$ cat config.mk
export PLATFORM = sky130hd
export DESIGN_NAME = stepper_full_step_position_controller_flat
export DESIGN_NICKNAME = d
export VERILOG_FILES = /design/src/design/sfspc_pkg.sv /design/src/design/sfspc_if.sv /design/src/design/sfspc_core.sv /design/src/design/stepper_full_step_position_controller.sv /design/src/flat_wrapper.sv
export SDC_FILE = /design/constraint.sdc
export NUM_CORES = 1
export LEC_CHECK = 0
export ABC_AREA = 1
export BUFFER_PORTS_ARGS = -buffer_cell sky130_fd_sc_hd__buf_2
export CORE_UTILIZATION = 55
export DETAILED_ROUTE_END_ITERATION = 10
export PLACE_DENSITY = 0.83
export SYNTH_ARGS = -nofsm -noshare
export SYNTH_HDL_FRONTEND = slang
export SYNTH_HIERARCHICAL = 1
export SYNTH_SLANG_ARGS = --single-unit
$ cat constraint.sdc
create_clock -name i_clk -period 4.56 [get_ports i_clk]
set_input_delay 0.912 -clock i_clk [delete_from_list [all_inputs] [get_ports i_clk]]
set_output_delay 0.912 -clock i_clk [all_outputs]
set_load 0.01 [all_outputs]
$ cat src/design/sfspc_pkg.sv
// ----------------------------------------------------------------------------
// Stepper full-step controller package
// Shared types, register codes, limits and the coil pattern table.
// ----------------------------------------------------------------------------
`default_nettype none

package sfspc_pkg;

    localparam int POS_WIDTH_DEF = 16;

    localparam logic [15:0] PERIOD_MIN   = 16'd100;
    localparam logic [15:0] PERIOD_MAX   = 16'd60000;
    localparam logic [15:0] PERIOD_RESET = 16'd3000;
    localparam logic [15:0] LIMIT_RESET  = 16'd4096;

    typedef enum logic [2:0] {
        FUNC_TICK       = 3'd0,
        FUNC_MOVE       = 3'd1,
        FUNC_OPEN       = 3'd2,
        FUNC_CLOSE      = 3'd3,
        FUNC_ABORT      = 3'd4,
        FUNC_FORCE_OPEN = 3'd5,
        FUNC_RELEASE    = 3'd6
    } t_func;

    typedef enum logic {
        REG_STEP_PERIOD  = 1'b0,
        REG_TRAVEL_LIMIT = 1'b1
    } t_cfg_reg;

    typedef struct packed {
        logic [3:0]  coils;
        logic [15:0] position;
        logic [15:0] steps_remaining;
        logic        moving;
        logic        fully_open;
        logic        accepted;
        logic        stepped;
    } t_result;

    function automatic logic [3:0] coil_pattern(input logic [1:0] phase);
        logic [3:0] pat;
        case (phase)
            2'd0:    pat = 4'h3;
            2'd1:    pat = 4'h6;
            2'd2:    pat = 4'hC;
            default: pat = 4'h9;
        endcase
        return pat;
    endfunction

endpackage

`default_nettype wire

$ cat src/design/sfspc_if.sv
// ----------------------------------------------------------------------------
// Stepper full-step controller channels
// Command, result and configuration channels with valid/ready handshakes.
// ----------------------------------------------------------------------------
`default_nettype none

interface sfspc_cmd_if;
    logic               valid;
    logic               ready;
    logic [2:0]         func;
    logic signed [16:0] steps;

    modport source (output valid, output func, output steps, input ready);
    modport sink   (input valid, input func, input steps, output ready);
endinterface

interface sfspc_res_if;
    logic        valid;
    logic        ready;
    logic [3:0]  coils;
    logic [15:0] position;
    logic [15:0] steps_remaining;
    logic        moving;
    logic        fully_open;
    logic        accepted;
    logic        stepped;

    modport source (output valid, output coils, output position, output steps_remaining,
                    output moving, output fully_open, output accepted, output stepped,
                    input ready);
    modport sink   (input valid, input coils, input position, input steps_remaining,
                    input moving, input fully_open, input accepted, input stepped,
                    output ready);
endinterface

interface sfspc_cfg_if;
    logic        valid;
    logic        ready;
    logic        index;
    logic [15:0] data;

    modport source (output valid, output index, output data, input ready);
    modport sink   (input valid, input index, input data, output ready);
endinterface

`default_nettype wire

$ cat src/design/sfspc_core.sv
// ----------------------------------------------------------------------------
// Stepper full-step controller core
// Holds the motion state and computes the update and result for one item.
// ----------------------------------------------------------------------------
`default_nettype none

module sfspc_core
    import sfspc_pkg::*;
#(
    parameter int POS_WIDTH = POS_WIDTH_DEF
) (
    input  wire logic               i_clk,
    input  wire logic               i_rst_n,
    input  wire logic               i_fire,
    input  wire logic [2:0]         i_func,
    input  wire logic signed [16:0] i_steps,
    input  wire logic [15:0]        i_period,
    input  wire logic [15:0]        i_limit,
    output t_result                 o_result
);

    localparam int WW = (POS_WIDTH > 16) ? POS_WIDTH : 16;
    localparam logic [WW-1:0] POS_MAX = WW'((64'd1 << POS_WIDTH) - 64'd1);

    logic [1:0]           r_phase, n_phase;
    logic [3:0]           r_coils, n_coils;
    logic [POS_WIDTH-1:0] r_pos, n_pos;
    logic [15:0]          r_left, n_left;
    logic                 r_dir, n_dir;
    logic [15:0]          r_tick, n_tick;
    logic                 r_run, n_run;
    logic [15:0]          r_aper, n_aper;

    logic [WW-1:0] lim_w;
    logic [WW-1:0] pos_w;
    logic [WW-1:0] st_pos_w;
    logic [WW-1:0] n_pos_w;
    logic [1:0]    st_phase;
    logic [15:0]   st_left;
    logic [15:0]   tick_inc;
    logic [15:0]   open_n;
    logic [15:0]   close_n;
    logic [16:0]   steps_u;
    logic [16:0]   mag17;
    logic [15:0]   mag16;
    logic          neg;
    logic          acc;
    logic          stp;

    always_comb begin
        lim_w = (WW'(i_limit) < POS_MAX) ? WW'(i_limit) : POS_MAX;
        pos_w = WW'(r_pos);
        open_n = 16'(lim_w - pos_w);
        close_n = (pos_w > WW'(16'hFFFF)) ? 16'hFFFF : pos_w[15:0];
        tick_inc = r_tick + 16'd1;
        steps_u = $unsigned(i_steps);
        neg = steps_u[16];
        mag17 = neg ? (17'd0 - steps_u) : steps_u;
        mag16 = mag17[16] ? 16'hFFFF : mag17[15:0];
    end

    always_comb begin
        st_pos_w = pos_w;
        if (r_dir) begin
            st_phase = r_phase + 2'd1;
            if (pos_w < lim_w) begin
                st_pos_w = pos_w + WW'(1);
            end
        end else begin
            st_phase = r_phase - 2'd1;
            if (pos_w != '0) begin
                st_pos_w = pos_w - WW'(1);
            end
        end
        if (st_pos_w > lim_w) begin
            st_pos_w = lim_w;
        end
        st_left = (r_left != 16'd0) ? (r_left - 16'd1) : 16'd0;
    end

    always_comb begin
        n_phase = r_phase;
        n_coils = r_coils;
        n_pos   = r_pos;
        n_left  = r_left;
        n_dir   = r_dir;
        n_tick  = r_tick;
        n_run   = r_run;
        n_aper  = r_aper;
        acc     = 1'b0;
        stp     = 1'b0;
        case (t_func'(i_func)) inside
            FUNC_TICK: begin
                if (r_run) begin
                    n_tick = tick_inc;
                    if (tick_inc >= r_aper) begin
                        n_tick  = 16'd0;
                        n_phase = st_phase;
                        n_pos   = POS_WIDTH'(st_pos_w);
                        n_coils = coil_pattern(st_phase);
                        n_left  = st_left;
                        if (st_left == 16'd0) begin
                            n_run = 1'b0;
                        end
                        stp = 1'b1;
                    end
                end
            end
            FUNC_MOVE: begin
                if (!r_run && mag16 != 16'd0) begin
                    n_dir  = !neg;
                    n_left = mag16;
                    n_tick = 16'd0;
                    n_aper = i_period;
                    n_run  = 1'b1;
                    acc    = 1'b1;
                end
            end
            FUNC_OPEN: begin
                if (!r_run && pos_w < lim_w) begin
                    n_dir  = 1'b1;
                    n_left = open_n;
                    n_tick = 16'd0;
                    n_aper = i_period;
                    n_run  = 1'b1;
                    acc    = 1'b1;
                end
            end
            FUNC_CLOSE: begin
                if (!r_run && pos_w != '0) begin
                    n_dir  = 1'b0;
                    n_left = close_n;
                    n_tick = 16'd0;
                    n_aper = i_period;
                    n_run  = 1'b1;
                    acc    = 1'b1;
                end
            end
            FUNC_ABORT, FUNC_FORCE_OPEN: begin
                acc    = r_run;
                n_run  = 1'b0;
                n_left = 16'd0;
                n_tick = 16'd0;
                if (t_func'(i_func) == FUNC_FORCE_OPEN && pos_w < lim_w) begin
                    n_dir  = 1'b1;
                    n_left = open_n;
                    n_aper = i_period;
                    n_run  = 1'b1;
                    acc    = 1'b1;
                end
            end
            FUNC_RELEASE: begin
                n_coils = 4'h0;
                acc     = 1'b1;
            end
            default: begin
            end
        endcase
    end

    always_ff @(posedge i_clk) begin
        if (!i_rst_n) begin
            r_phase <= 2'd0;
            r_coils <= 4'h0;
            r_pos   <= '0;
            r_left  <= 16'd0;
            r_dir   <= 1'b0;
            r_tick  <= 16'd0;
            r_run   <= 1'b0;
            r_aper  <= PERIOD_RESET;
        end else if (i_fire) begin
            r_phase <= n_phase;
            r_coils <= n_coils;
            r_pos   <= n_pos;
            r_left  <= n_left;
            r_dir   <= n_dir;
            r_tick  <= n_tick;
            r_run   <= n_run;
            r_aper  <= n_aper;
        end
    end

    always_comb begin
        n_pos_w                  = WW'(n_pos);
        o_result.coils           = n_coils;
        o_result.position        = n_pos_w[15:0];
        o_result.steps_remaining = n_left;
        o_result.moving          = n_run;
        o_result.fully_open      = (n_pos_w >= lim_w);
        o_result.accepted        = acc;
        o_result.stepped         = stp;
    end

endmodule

`default_nettype wire

$ cat src/design/stepper_full_step_position_controller.sv
// ----------------------------------------------------------------------------
// Stepper full-step position controller
// Full-step sequencer with position tracking for a four-coil stepper motor.
//
// The command channel carries one tick or one command per transfer. Every
// accepted transfer produces exactly one transfer on the result channel,
// carrying the coil pattern, position and move status after the update.
// The configuration channel writes the step period (index 0) and the travel
// limit (index 1); it is always ready and should be used while idle.
//
// A command's result is registered. A new command can be taken every cycle
// while the skid entry is empty. Results sit in an output register backed
// by one skid entry, so a command is still taken while one result waits;
// the command channel drops ready only while both hold results.
// Reset clears the motion state, turns the coils off, empties the output
// stage and loads a 3000 tick period and a 4096 step limit.
// ----------------------------------------------------------------------------
`default_nettype none

module stepper_full_step_position_controller
    import sfspc_pkg::*;
#(
    parameter int POS_WIDTH = POS_WIDTH_DEF
) (
    input  wire logic    i_clk,
    input  wire logic    i_rst_n,
    sfspc_cmd_if.sink    i_cmd,
    sfspc_res_if.source  o_res,
    sfspc_cfg_if.sink    i_cfg
);

    logic [15:0] r_period;
    logic [15:0] r_limit;
    logic        r_out_valid;
    t_result     r_out;
    logic        r_skid_valid;
    t_result     r_skid;

    t_result     core_result;
    logic        cmd_fire;
    logic        out_fire;
    logic        cfg_fire;
    logic [15:0] period_sat;

    assign i_cmd.ready = !r_skid_valid;
    assign i_cfg.ready = 1'b1;
    assign cmd_fire    = i_cmd.valid && !r_skid_valid;
    assign out_fire    = r_out_valid && o_res.ready;
    assign cfg_fire    = i_cfg.valid;

    always_comb begin
        if (i_cfg.data < PERIOD_MIN) begin
            period_sat = PERIOD_MIN;
        end else if (i_cfg.data > PERIOD_MAX) begin
            period_sat = PERIOD_MAX;
        end else begin
            period_sat = i_cfg.data;
        end
    end

    always_ff @(posedge i_clk) begin
        if (!i_rst_n) begin
            r_period <= PERIOD_RESET;
            r_limit  <= LIMIT_RESET;
        end else if (cfg_fire) begin
            unique case (t_cfg_reg'(i_cfg.index))
                REG_STEP_PERIOD:  r_period <= period_sat;
                REG_TRAVEL_LIMIT: r_limit  <= (i_cfg.data == 16'd0) ? 16'd1 : i_cfg.data;
                default: begin
                end
            endcase
        end
    end

    sfspc_core #(
        .POS_WIDTH (POS_WIDTH)
    ) u_core (
        .i_clk    (i_clk),
        .i_rst_n  (i_rst_n),
        .i_fire   (cmd_fire),
        .i_func   (i_cmd.func),
        .i_steps  (i_cmd.steps),
        .i_period (r_period),
        .i_limit  (r_limit),
        .o_result (core_result)
    );

    always_ff @(posedge i_clk) begin
        if (!i_rst_n) begin
            r_out_valid  <= 1'b0;
            r_skid_valid <= 1'b0;
        end else if (r_skid_valid) begin
            if (out_fire) begin
                r_skid_valid <= 1'b0;
            end
        end else if (cmd_fire) begin
            if (r_out_valid && !out_fire) begin
                r_skid_valid <= 1'b1;
            end else begin
                r_out_valid <= 1'b1;
            end
        end else if (out_fire) begin
            r_out_valid <= 1'b0;
        end
    end

    always_ff @(posedge i_clk) begin
        if (r_skid_valid) begin
            if (out_fire) begin
                r_out <= r_skid;
            end
        end else if (cmd_fire) begin
            if (r_out_valid && !out_fire) begin
                r_skid <= core_result;
            end else begin
                r_out <= core_result;
            end
        end
    end

    assign o_res.valid           = r_out_valid;
    assign o_res.coils           = r_out.coils;
    assign o_res.position        = r_out.position;
    assign o_res.steps_remaining = r_out.steps_remaining;
    assign o_res.moving          = r_out.moving;
    assign o_res.fully_open      = r_out.fully_open;
    assign o_res.accepted        = r_out.accepted;
    assign o_res.stepped         = r_out.stepped;

endmodule

`default_nettype wire

$ cat src/flat_wrapper.sv
// flat-port wrapper written by rule: the top's interface ports become plain ports
module stepper_full_step_position_controller_flat import sfspc_pkg::*;
#(
    parameter int POS_WIDTH = POS_WIDTH_DEF
)
  (i_clk, i_rst_n, i_cmd_valid, i_cmd_func, i_cmd_steps, i_cmd_ready, o_res_valid, o_res_coils, o_res_position, o_res_steps_remaining, o_res_moving, o_res_fully_open, o_res_accepted, o_res_stepped, o_res_ready, i_cfg_valid, i_cfg_index, i_cfg_data, i_cfg_ready);
  sfspc_cmd_if i_cmd_i ();
  sfspc_res_if o_res_i ();
  sfspc_cfg_if i_cfg_i ();
  input  wire logic i_clk;
  input  wire logic i_rst_n;
  input wire logic [$bits(i_cmd_i.valid)-1:0] i_cmd_valid;
  input wire logic [$bits(i_cmd_i.func)-1:0] i_cmd_func;
  input wire logic [$bits(i_cmd_i.steps)-1:0] i_cmd_steps;
  output wire logic [$bits(i_cmd_i.ready)-1:0] i_cmd_ready;
  output wire logic [$bits(o_res_i.valid)-1:0] o_res_valid;
  output wire logic [$bits(o_res_i.coils)-1:0] o_res_coils;
  output wire logic [$bits(o_res_i.position)-1:0] o_res_position;
  output wire logic [$bits(o_res_i.steps_remaining)-1:0] o_res_steps_remaining;
  output wire logic [$bits(o_res_i.moving)-1:0] o_res_moving;
  output wire logic [$bits(o_res_i.fully_open)-1:0] o_res_fully_open;
  output wire logic [$bits(o_res_i.accepted)-1:0] o_res_accepted;
  output wire logic [$bits(o_res_i.stepped)-1:0] o_res_stepped;
  input wire logic [$bits(o_res_i.ready)-1:0] o_res_ready;
  input wire logic [$bits(i_cfg_i.valid)-1:0] i_cfg_valid;
  input wire logic [$bits(i_cfg_i.index)-1:0] i_cfg_index;
  input wire logic [$bits(i_cfg_i.data)-1:0] i_cfg_data;
  output wire logic [$bits(i_cfg_i.ready)-1:0] i_cfg_ready;
  assign i_cmd_i.valid = i_cmd_valid;
  assign i_cmd_i.func = i_cmd_func;
  assign i_cmd_i.steps = i_cmd_steps;
  assign i_cmd_ready = i_cmd_i.ready;
  assign o_res_valid = o_res_i.valid;
  assign o_res_coils = o_res_i.coils;
  assign o_res_position = o_res_i.position;
  assign o_res_steps_remaining = o_res_i.steps_remaining;
  assign o_res_moving = o_res_i.moving;
  assign o_res_fully_open = o_res_i.fully_open;
  assign o_res_accepted = o_res_i.accepted;
  assign o_res_stepped = o_res_i.stepped;
  assign o_res_i.ready = o_res_ready;
  assign i_cfg_i.valid = i_cfg_valid;
  assign i_cfg_i.index = i_cfg_index;
  assign i_cfg_i.data = i_cfg_data;
  assign i_cfg_ready = i_cfg_i.ready;
  stepper_full_step_position_controller #(.POS_WIDTH(POS_WIDTH)) u_core (.i_clk(i_clk), .i_rst_n(i_rst_n), .i_cmd(i_cmd_i), .o_res(o_res_i), .i_cfg(i_cfg_i));
endmodule
==> run summary <==
Status: finished with violations
Failing checks: setup timing
Via count: 14393
Number of port buffers: 83
Worst setup SP type: register
Clk_lat worst skew: 0.44 ns
RSZ-0062 raised after global routing: true
Final setup fails: 5
Num rows: 56
Worst hold path depth: 2
Fmax: 210 MHz
Pwr/cell area: 307 nW/µm²
CTS max path bufs: 2
Slew headroom: 0.308
I/O pins: 85
Worst Tran Pin Value: 1.04 ns
DR pass1 iterations: 6
Main synth FF type: dfxtp_1
Slowest cell on crit path: fa_2
Sequential-to-total area share from yosys stat: 0.337
Share of cells above drive strength 1: 0.215
R2R Path End: u_core/o_res.fully_open
Syn_nets: 2109
Largest net degree at the start of global routing: 43
CTS clock-pin slew for the worst setup and hold paths: 0.08 ns
Routability cong.: 1.05
Hold Path Class: reg2reg
GRT Overall Usage: 0.360
DRC: 0
Number of global-route vias before repair: 13373
Maximum vdd drop: 0.246 mV
Lkg Pwr: 0.00810 µW
# nets final: 2327
CTS tree: yes
Worst hold slack: 0.470 ns
Register-to-register setup slack: -0.21 ns
Area added between synthesis and finish: 22.7%
Number of max-cap violations: 0
Final worst slack: -0.210 ns
Wirelength per Cell: 17.7 µm
Final Hold Viols: 0
Worst endpoint data arrival time: 4.96 ns
Max Fanout on Critical Path: 16
Final slew viol count: 0
DR iter-0 viols: 1860
Cell area after placement: 15200 µm²
CP Capture Type: register
Num CTS Buffers: 17
Final clock skew: 0.0142 ns
DIE HEIGHT: 158 µm
Period minus WS final: 4.77 ns
DP Wirelength: 33800 µm
EDFF count, synth: 80
CTS HTree Levels: 4
Worst reg-to-reg path cell count: 33
Fin area: 16500 µm²
Final ANT Viol Nets: 0
Syn Inst Count: 1995
Die Area: 25100 µm²
Final core occ: 0.695
Ys async rst share: 0
Yosys reg bits: 186
DP Worst Slack: -0.377 ns
Min-delay src: u_core/r_period[13]
Core area: 23800 µm²
Number of library cell types mapped by synthesis: 52
Antenna violations before repair: 0
Via/cell ratio: 5.65
Die width: 158 µm
Mapped Avg Cell Area: 6.74 µm²
Ys Warns: 6
WL final: 45100 µm
Initial Utilization: 0.566
Global-route wire length before repair: 69400 µm
Grt total ovfl: 0
Worst reg2reg startpoint: u_core/r_limit[0]
Largest stage delay, worst path: 0.37 ns
Netlist Area Pre-Place: 13400 µm²
CP Class: reg2reg
Hold endpoint: u_core/r_period[13]
Root Buffer: clkbuf_16
CP Data Required Time: 4.75 ns
Sink Count: 186
Fin crit share: 1.05
-- cell families (layout without fill, tap and decap cells) --
logic type,count (synthesis),in the layout,synth area share
buffers and inverters,341,572,0.101
AO/OA/AOI/OAI,295,295,0.123
XOR/XNOR,50,50,0.0326
AND/OR/NAND/NOR,1050,1050,0.339
adder cells (fa/ha/maj),72,72,0.0676
flip-flops,186,186,0.337
other,1,2,0.000279
-- through the flow --
stage	power (µW)	TNS [ns]	std cells
2_1_floorplan	2820	0	1995
3_3_place_gp	3280	-0.467	2476
3_5_place_dp	3310	-0.648	2476
4_1_cts	4940	-0.135	2542
5_1_grt	5310	-1.49	2545
6_report	5060	-0.635	2546
-- power by group --
group / internal (µW) / switching [µW] / leakage (µW) / total [µW]
Sequential: 1850 / 63.8 / 0.00164 / 1910
Combinational: 608 / 993 / 0.00617 / 1600
Clock: 771 / 777 / 0.000290 / 1550
Total: 3230 / 1830 / 0.00810 / 5060
-- cell type report --
class	instances	area (µm²)
fillers	2013	7250
multi-input cells	1468	8020
well taps	319	399
repair buffers	286	1970
clock inverters	13	148
flip-flops and latches	186	4530
inverters	254	978
clock buffers	19	454
diodes	1	2.50
-- how the worst max path moves through the flow --
stage	from	endpoint	slack [ns]	cells past startpoint
after CTS	u_core/r_limit[0]	u_core/o_res.fully_open	-0.07	38
after global placement	u_core/r_limit[0]	u_core/o_res.fully_open	-0.29	30
final	u_core/r_limit[0]	u_core/o_res.fully_open	-0.21	33
after floorplan	u_core/r_limit[0]	u_core/o_res.fully_open	0.01	34
after global routing	u_core/r_limit[0]	u_core/o_res.fully_open	-0.43	32
after detailed placement	u_core/u_core/pos_w[15]	u_core/o_res.fully_open	-0.38	30
-- what timing repair did --
action	4_1_cts	5_1_grt
hold endpoints to repair	0	0
pin swaps	23	34
gates resized for setup	37	67
hold buffers	0	0
endpoints found under the setup margin	2	24
setup buffers	35	8
-- registers in the layout, indices dropped and copies added (netlist names), 16 cells and up --
| signal | flops |
|---|---|
| u_core/o_res.position | 16 |
| u_core/u_core/pos_w | 16 |
| u_core/u_core/r_tick | 16 |
| u_core/r_limit | 16 |
| u_core/r_skid | 40 |
| u_core/u_core/r_left | 16 |
| u_core/r_period | 16 |
| u_core/u_core/r_aper | 16 |
| u_core/o_res.steps_remaining | 16 |
-- metal layers --
layer,track usage,vias to the layer above,wire (µm)
li1,-,6951,-
met1,0.459,6620,18600
met2,0.602,706,21000
met3,0.0618,116,3730
met4,0.150,0,1760
met5,0,-,0
-- synth_stat cells (6+ instances only) --
cell | number | area, µm²
a21oi_1 | 141 | 706
a21oi_2 | 20 | 175
buf_2 | 11 | 55.1
buf_4 | 6 | 45.0
buf_6 | 6 | 67.6
clkbuf_1 | 61 | 229
dfxtp_1 | 106 | 2120
edfxtp_1 | 80 | 2400
ha_1 | 71 | 888
inv_1 | 237 | 890
inv_2 | 11 | 41.3
nand2_1 | 608 | 2280
nand2_2 | 8 | 50.1
nand3_1 | 183 | 916
nand4_1 | 46 | 288
nor2_1 | 133 | 499
nor2_2 | 8 | 50.1
nor3_1 | 28 | 140
o211ai_1 | 9 | 67.6
o21ai_0 | 86 | 430
o21ai_1 | 8 | 40.0
xor2_1 | 47 | 412
-- layout by cell type, fill, tap and decap left out, drive strengths merged --
| cell type | netlist | layout |
|---|---|---|
| nand2 | 619 | 619 |
| buf | 26 | 286 |
| inv | 249 | 255 |
| nand3 | 190 | 190 |
| a21oi | 161 | 161 |
| nor2 | 145 | 145 |
| dfxtp | 106 | 106 |
| o21ai | 95 | 95 |
| edfxtp | 80 | 80 |
| ha | 71 | 71 |
| xor2 | 47 | 47 |
| nand4 | 46 | 46 |
| nor3 | 31 | 31 |
| clkbuf | 61 | 19 |
| clkinv | 5 | 10 |
| o211ai | 9 | 9 |
| or2 | 6 | 6 |
| nor4 | 5 | 5 |
| o22ai | 5 | 5 |
| o31ai | 5 | 5 |
| nand3b | 4 | 4 |
| a22oi | 4 | 4 |
| o21a | 3 | 3 |
| a21o | 3 | 3 |
| xnor2 | 3 | 3 |
| clkinvlp | 0 | 2 |
| o221ai | 2 | 2 |
| a31oi | 2 | 2 |
| o21bai | 2 | 2 |
| nor3b | 2 | 2 |
| a21boi | 2 | 2 |
| and2 | 2 | 2 |
| diode | 0 | 1 |
| conb | 1 | 1 |
| o221a | 1 | 1 |
| o32ai | 1 | 1 |
| fa | 1 | 1 |
-- worst max-delay path: cells and delay by family (launching register included) --
| kind | cells | cell delay, ns |
|---|---|---|
| buf+inv | 6 | 0.53 |
| compound gates | 7 | 0.94 |
| flops | 1 | 0.34 |
| fa+ha+maj | 4 | 1.15 |
| simple gates | 16 | 1.56 |
Note: power is estimated with default switching activity, not from simulation.
